===== src/rtl/lsb_bit_extract_packer_defines.svh =====
// ----------------------------------------------------------------------------
// lsb bit extract packer assertion macros
// shared concurrent assertion forms for the packer rtl
// ----------------------------------------------------------------------------
`ifndef LSB_BIT_EXTRACT_PACKER_DEFINES_SVH
`define LSB_BIT_EXTRACT_PACKER_DEFINES_SVH

// same-cycle implication, checked out of reset
`define LBEP_ASSERT_NOW(label, clk, rst_n, ante, cons) \
    label: assert property (@(posedge clk) disable iff (!rst_n) (ante) |-> (cons)) \
        else $error("lbep assertion failed");

// next-cycle implication, checked out of reset
`define LBEP_ASSERT_NEXT(label, clk, rst_n, ante, cons) \
    label: assert property (@(posedge clk) disable iff (!rst_n) (ante) |=> (cons)) \
        else $error("lbep assertion failed");

`endif


===== src/rtl/lbep_pkg.sv =====
// ----------------------------------------------------------------------------
// lbep_pkg
// shared widths, codes and register indexes of the lsb bit extract packer
// ----------------------------------------------------------------------------
`default_nettype none

package lbep_pkg;

    localparam int MAX_SLOTS   = 4;
    localparam int CHAN_W      = 8;
    localparam int CFG_IDX_W   = 3;
    localparam int CFG_DATA_W  = 4;

    typedef logic [CHAN_W-1:0] chan_t;

    typedef enum logic [1:0] {
        CHAN_RED   = 2'd0,
        CHAN_GREEN = 2'd1,
        CHAN_BLUE  = 2'd2,
        CHAN_ALPHA = 2'd3
    } chan_sel_t;

    typedef enum logic [CFG_IDX_W-1:0] {
        REG_CHANNEL_COUNT    = 3'd0,
        REG_SLOT0_CHANNEL    = 3'd1,
        REG_SLOT1_CHANNEL    = 3'd2,
        REG_SLOT2_CHANNEL    = 3'd3,
        REG_SLOT3_CHANNEL    = 3'd4,
        REG_BITS_PER_CHANNEL = 3'd5,
        REG_ALPHA_PRESENT    = 3'd6
    } cfg_reg_t;

endpackage

`default_nettype wire


===== src/rtl/lsb_bit_extract_packer.sv =====
// ----------------------------------------------------------------------------
// lsb_bit_extract_packer
// packs the low bits of selected rgba channels into bytes, msb first
// ----------------------------------------------------------------------------
//  channel | handshake                 | payload
//  --------+---------------------------+------------------------------------
//  pixel   | pixel_valid / pixel_ready | red, green, blue, alpha
//  byte    | byte_valid / byte_ready   | hidden_byte, last_of_pixel
//  config  | cfg_we                    | cfg_index, cfg_data
//
//  one pixel is taken per cycle into the input stage while the result stage
//  frees in time, packed in one pass into a result stage of up to four bytes,
//  which drains one byte per cycle while byte_ready is high, held by a pixel
//  until its last byte is taken; one that completes no byte shows nothing
//  reset clears the accumulator, both stages and the registers to defaults
//  a stalled byte beat holds the result stage; one more pixel waits in front
// ----------------------------------------------------------------------------
`default_nettype none

module lsb_bit_extract_packer
(
    input  wire                                 clk,
    input  wire                                 rst_n,
    input  wire                                 cfg_we,
    input  wire  [lbep_pkg::CFG_IDX_W-1:0]      cfg_index,
    input  wire  [lbep_pkg::CFG_DATA_W-1:0]     cfg_data,
    input  wire                                 pixel_valid,
    output logic                                pixel_ready,
    input  wire  lbep_pkg::chan_t               red,
    input  wire  lbep_pkg::chan_t               green,
    input  wire  lbep_pkg::chan_t               blue,
    input  wire  lbep_pkg::chan_t               alpha,
    output logic                                byte_valid,
    input  wire                                 byte_ready,
    output logic [7:0]                          hidden_byte,
    output logic                                last_of_pixel
);

    import lbep_pkg::*;

`include "lsb_bit_extract_packer_defines.svh"

    // configuration
    logic [2:0]  channel_count_reg;
    logic [1:0]  slot_sel_reg [MAX_SLOTS];
    logic [3:0]  bits_per_channel_reg;
    logic        alpha_present_reg;

    // input stage
    logic        in_valid_reg;
    chan_t       red_reg, green_reg, blue_reg, alpha_reg;

    // packing state
    logic [7:0]  acc_reg;
    logic [2:0]  fill_reg;

    // result stage
    logic        res_valid_reg;
    logic [7:0]  byte_reg [MAX_SLOTS];
    logic [2:0]  cnt_reg;
    logic [1:0]  idx_reg;

    logic        out_fire, res_last, res_free, move;
    logic [2:0]  slot_lim;
    logic [3:0]  take_bits;
    logic [7:0]  take_mask;
    logic [31:0] stream;
    logic [5:0]  stream_len;
    logic [31:0] stream_left;
    logic [39:0] combined;
    logic [5:0]  total;
    logic [2:0]  byte_cnt;
    logic [7:0]  acc_next;

    function automatic chan_t chan_pick(input logic [1:0] sel, input chan_t r,
                                        input chan_t g, input chan_t b, input chan_t a);
        chan_t val;
        case (sel)
            CHAN_RED:   val = r;
            CHAN_GREEN: val = g;
            CHAN_BLUE:  val = b;
            default:    val = a;
        endcase
        return val;
    endfunction

    // config writes
    always_ff @(posedge clk or negedge rst_n)
    begin
        if (!rst_n)
        begin
            channel_count_reg    <= 3'd3;
            slot_sel_reg[0]      <= CHAN_RED;
            slot_sel_reg[1]      <= CHAN_GREEN;
            slot_sel_reg[2]      <= CHAN_BLUE;
            slot_sel_reg[3]      <= CHAN_ALPHA;
            bits_per_channel_reg <= 4'd1;
            alpha_present_reg    <= 1'b1;
        end
        else if (cfg_we)
        begin
            unique case (cfg_index)
                REG_CHANNEL_COUNT:    channel_count_reg    <= cfg_data[2:0];
                REG_SLOT0_CHANNEL:    slot_sel_reg[0]      <= cfg_data[1:0];
                REG_SLOT1_CHANNEL:    slot_sel_reg[1]      <= cfg_data[1:0];
                REG_SLOT2_CHANNEL:    slot_sel_reg[2]      <= cfg_data[1:0];
                REG_SLOT3_CHANNEL:    slot_sel_reg[3]      <= cfg_data[1:0];
                REG_BITS_PER_CHANNEL: bits_per_channel_reg <= cfg_data;
                REG_ALPHA_PRESENT:    alpha_present_reg    <= cfg_data[0];
                default:              ;
            endcase
        end
    end

    // handshake
    assign out_fire    = res_valid_reg && byte_ready;
    assign res_last    = ({1'b0, idx_reg} + 3'd1) == cnt_reg;
    assign res_free    = !res_valid_reg || (out_fire && res_last);
    assign move        = in_valid_reg && res_free;
    assign pixel_ready = !in_valid_reg || move;

    assign byte_valid    = res_valid_reg;
    assign hidden_byte   = byte_reg[idx_reg];
    assign last_of_pixel = res_last;

    // gather the pixel's bits, right-justified
    assign slot_lim  = (channel_count_reg > 3'(MAX_SLOTS)) ? 3'(MAX_SLOTS) : channel_count_reg;
    assign take_bits = (bits_per_channel_reg > 4'd8) ? 4'd8 : bits_per_channel_reg;
    assign take_mask = 8'((9'd1 << take_bits) - 9'd1);

    always_comb
    begin
        logic [1:0] sel;
        logic       use_slot;
        stream     = '0;
        stream_len = '0;
        for (int s = 0; s < MAX_SLOTS; s++)
        begin
            sel      = slot_sel_reg[s];
            use_slot = (3'(s) < slot_lim) && !((sel == CHAN_ALPHA) && !alpha_present_reg);
            if (use_slot)
            begin
                stream     = (stream << take_bits) |
                             {24'b0, chan_pick(sel, red_reg, green_reg, blue_reg, alpha_reg)
                                     & take_mask};
                stream_len = stream_len + 6'(take_bits);
            end
        end
    end

    // merge behind the partial byte
    assign stream_left = stream << (6'd32 - stream_len);
    assign combined    = {acc_reg, 32'b0} | ({stream_left, 8'b0} >> fill_reg);
    assign total       = {3'b0, fill_reg} + stream_len;
    assign byte_cnt    = total[5:3];

    always_comb
    begin
        case (byte_cnt)
            3'd0:    acc_next = combined[39:32];
            3'd1:    acc_next = combined[31:24];
            3'd2:    acc_next = combined[23:16];
            3'd3:    acc_next = combined[15:8];
            default: acc_next = combined[7:0];
        endcase
    end

    // input stage
    always_ff @(posedge clk or negedge rst_n)
    begin
        if (!rst_n)
        begin
            in_valid_reg <= 1'b0;
        end
        else if (pixel_ready)
        begin
            in_valid_reg <= pixel_valid;
        end
    end

    always_ff @(posedge clk)
    begin
        if (pixel_valid && pixel_ready)
        begin
            red_reg   <= red;
            green_reg <= green;
            blue_reg  <= blue;
            alpha_reg <= alpha;
        end
    end

    // packing state and result stage
    always_ff @(posedge clk or negedge rst_n)
    begin
        if (!rst_n)
        begin
            acc_reg       <= '0;
            fill_reg      <= '0;
            res_valid_reg <= 1'b0;
            cnt_reg       <= '0;
            idx_reg       <= '0;
        end
        else if (move)
        begin
            acc_reg       <= acc_next;
            fill_reg      <= total[2:0];
            res_valid_reg <= byte_cnt != 3'd0;
            cnt_reg       <= byte_cnt;
            idx_reg       <= '0;
        end
        else if (out_fire)
        begin
            idx_reg <= idx_reg + 2'd1;
            if (res_last)
            begin
                res_valid_reg <= 1'b0;
            end
        end
    end

    always_ff @(posedge clk)
    begin
        if (move)
        begin
            byte_reg[0] <= combined[39:32];
            byte_reg[1] <= combined[31:24];
            byte_reg[2] <= combined[23:16];
            byte_reg[3] <= combined[15:8];
        end
    end

    // checks
    `LBEP_ASSERT_NOW(a_idx_in_range, clk, rst_n, res_valid_reg, {1'b0, idx_reg} < cnt_reg)
    `LBEP_ASSERT_NOW(a_acc_tail_clear, clk, rst_n, 1'b1, (acc_reg & (8'hff >> fill_reg)) == 8'd0)
    `LBEP_ASSERT_NEXT(a_drain_ends, clk, rst_n,
                      out_fire && res_last && !in_valid_reg, !res_valid_reg)
    `LBEP_ASSERT_NEXT(a_idx_steps, clk, rst_n,
                      out_fire && !res_last, res_valid_reg && idx_reg == $past(idx_reg) + 2'd1)

endmodule

`default_nettype wire

===== config.mk =====
export PLATFORM = sky130hd
export DESIGN_NAME = lsb_bit_extract_packer
export DESIGN_NICKNAME = d
export VERILOG_FILES = /design/src/rtl/lbep_pkg.sv /design/src/rtl/lsb_bit_extract_packer.sv
export VERILOG_INCLUDE_DIRS = /design/src /design/src/rtl
export SDC_FILE = /design/constraint.sdc
export NUM_CORES = 1
export LEC_CHECK = 0
export ABC_AREA = 1
export BUFFER_PORTS_ARGS = -buffer_cell sky130_fd_sc_hd__buf_2
export CAP_MARGIN = 10
export CORE_AREA = 2 2 201 203
export DETAILED_ROUTE_END_ITERATION = 8
export DIE_AREA = 0 0 203 205
export GPL_TIMING_DRIVEN = 0
export PLACE_DENSITY = 0.49
export SYNTH_ARGS = -nofsm -noshare
export SYNTH_HDL_FRONTEND = slang
export SYNTH_SLANG_ARGS = --single-unit

===== constraint.sdc =====
create_clock -name clk -period 6.2 [get_ports clk]
set_clock_uncertainty 0.05 [all_clocks]
set_input_delay 0.93 -clock clk [delete_from_list [all_inputs] [get_ports clk]]
set_output_delay 0.93 -clock clk [all_outputs]
set_load 0.02 [all_outputs]

==> results.cfg <==
[clocking]
clock_sinks = 98
cts_hold_buffers = 0
clkTransAtPathRegs_ps = 80
clk_latency_ps = 370
cts_buffers = 9
root_buffer = clkbuf_16
htreeDepth = 3
clockBufferDepth = 2
cts_tree = built

[worst_hold_path]
min_path_type = reg -> reg
whs_path_depth = 2

[placement]
hpwl_um = 39800
gp_congestion = 0.990
portBuffers = 54

[cells_and_area]
largest_register_ffs = 32
n_antenna_cell = 0
fin_util = 0.337
syn2layout_area_growth_pct = 13.5
fillers = 4422
drive_above_1_share = 0.165
fin_nets = 2022

[floorplanning]
chipWidth_um = 203
coreArea_um2 = 39400
start_util = 0.297
placementRows = 73
die_h_um = 205
dieArea_um2 = 41600
io_pins = 55

[setup_path]
critical-path-top-delay-family = simple AND/OR/NAND/NOR gates
path_class = reg -> reg
worst-path-max-fanout = 10
cp-start-kind = register
cp.arrival_ps = 6120
path_depth = 34
crit_slowest_cell = dfstp_2
startpoint = slot_sel_reg[4]$_DFFE_PN1P_
path_buf_inv = 11
rr_endpoint = acc_reg[2]$_DFFE_PN0P_
cp-endpoint = acc_reg[2]$_DFFE_PN0P_
rrSetupSlack_ps = 340
r2r_cells = 34
cp.required_ps = 6450
timing.rr.start = slot_sel_reg[4]$_DFFE_PN1P_
worstSetupEndpointType = register
cpPeakStageDelay_ps = 590

[sta]
max_freq_ghz = 0.171
tightest_slew_ps = 1110
hold-worst-slack_ps = 442
hold_viol = 0
setup_violations = 0
slew_violations = 0
finalCritPeriodShare = 0.946
finalCriticalPeriod_ps = 5860
rsz0062_at_grt = false
max_slew_margin = 0.259

[synth]
ys_warn_count = 0
ys_top_cells_by_area = nand3_1 (21%), nand2_1 (18%), edfxtp_1 (16%)
syn_inst = 1879
ys_async_sr_fraction = 0.347
yosys-top-cells-count = nand2_1 (564), nand3_1 (485), nor2_1 (98)
syn_avg_cell_area_um2 = 6.22
synth_ff_type = edfxtp_1
synthDistinctLibCells = 60
post-synth-top-count-cell = nand2_1
synth_top_area_frac = 0.208
yosys_register_bits = 98
synth_area_leader_cell = nand3_1
syn-num-nets = 1940
ys_seq_area_frac = 0.238
syn_area_um2 = 11700
synth_edf_count = 64

[routing]
drt_pass1_iterations = 8
drt_wl_total_um = 48800
drt-initial-drc-count = 1542
vias = 13700
wl_per_cell_um = 19.6
postRouteAntennaNets = 0
drc_errors = 0
vias_per_cell = 5.50

[power]
p_per_area_nw_per_um2 = 682
p_leak_nw = 6.04
finalPower_mw = 9.05
ir_drop_uv = 224

[global_routing]
antenna_found_initial = 0
overflow = 0
grt_pass1_wl_um = 75600
track_usage = 0.233
grt_max_degree = 42
grt_pass1_vias = 12800

[flow_run]
cap_violations = 0

[run_status]
status = finished, final reports clean
-- layout make-up --
type                    count  area, um2  area share
multi-input cells        1562       8050       0.607
flip-flops and latches     98       2790       0.210
well taps                 525        657      0.0495
plain buffers              99        558      0.0421
inverters                 118        454      0.0342
repair buffers             73        425      0.0321
clock buffers              11        275      0.0207
clock inverters             5       61.3     0.00462
-- worst min path at each step --
| stage | start | end | slack (ps) |
|---|---|---|---|
| 2_1_floorplan | acc_reg[0]$_DFFE_PN0P_ | acc_reg[0]$_DFFE_PN0P_ | 400 |
| 4_1_cts | acc_reg[0]$_DFFE_PN0P_ | acc_reg[0]$_DFFE_PN0P_ | 440 |
| 6_report | acc_reg[0]$_DFFE_PN0P_ | acc_reg[0]$_DFFE_PN0P_ | 440 |
| 3_5_place_dp | acc_reg[0]$_DFFE_PN0P_ | acc_reg[0]$_DFFE_PN0P_ | 420 |
| 5_1_grt | acc_reg[0]$_DFFE_PN0P_ | acc_reg[0]$_DFFE_PN0P_ | 460 |
| 3_3_place_gp | acc_reg[0]$_DFFE_PN0P_ | acc_reg[0]$_DFFE_PN0P_ | 420 |
-- kinds of logic after synthesis --
kind of cell / synth area share
compound gates: 0.115
xor+xnor: 0.0149
fa+ha+maj: 0.0201
buf+inv: 0.0817
flops: 0.238
mux: 0.00118
simple gates: 0.529
-- routing by layer --
metal,track usage,part of all wire
met5,0,0
met4,0.0719,0.033
met3,0.0282,0.060
met2,0.401,0.48
met1,0.305,0.43
-- power breakdown --
part           internal (mW)  switching, mW  total [mW]
logic                   2.13           5.10        7.23
registers               1.05          0.138        1.19
clock network          0.366          0.267       0.633
total                   3.55           5.50        9.05
-- worst min-delay path, delay by kind of cell, from the launching register on --
kind          cells  cell delay [ps]
flops             1              360
simple gates      2              100
-- timing repair --
| action | 4_1_cts | 5_1_grt |
|---|---|---|
| setup endpoints to repair | 39 | 29 |
| setup buffers | 0 | 19 |
| gates resized for setup | 8 | 43 |
| pin swaps | 1 | 6 |
-- cell usage in the layout, fill, tap and decap left out, drive strengths merged, types with 2 or more instances in the layout --
master and instances:
a21o 2, nor3 10, o221ai 2, xnor2 4, ha 14, o211ai 15
o31ai 3, dfstp 8, o21ai 91, o2111ai 6, nand3 531, a31oi 6
nand4 46, o22ai 16, xor2 12, clkinv 3, or2 4, a221oi 3
a22oi 3, clkbuf 34, edfxtp 64, nand2 589, fa 3, nand3b 5
dfrtp 26, nor2 110, o21a 4, inv 118, and2 15, buf 149
a32oi 2, a21oi 62
-- stage by stage --
stage          instances  TNS, ps  setup slack (ps)  instance area (um2)
6_report            2491        0               337                13300
3_5_place_dp        2458    -9210              -474                12600
2_1_floorplan       1879        0               785                11700
3_3_place_gp        2458    -8500              -470                12600
5_1_grt             2491        0              3.35                13300
4_1_cts             2473        0              22.1                13000
Power figures use the tool's default switching activity.
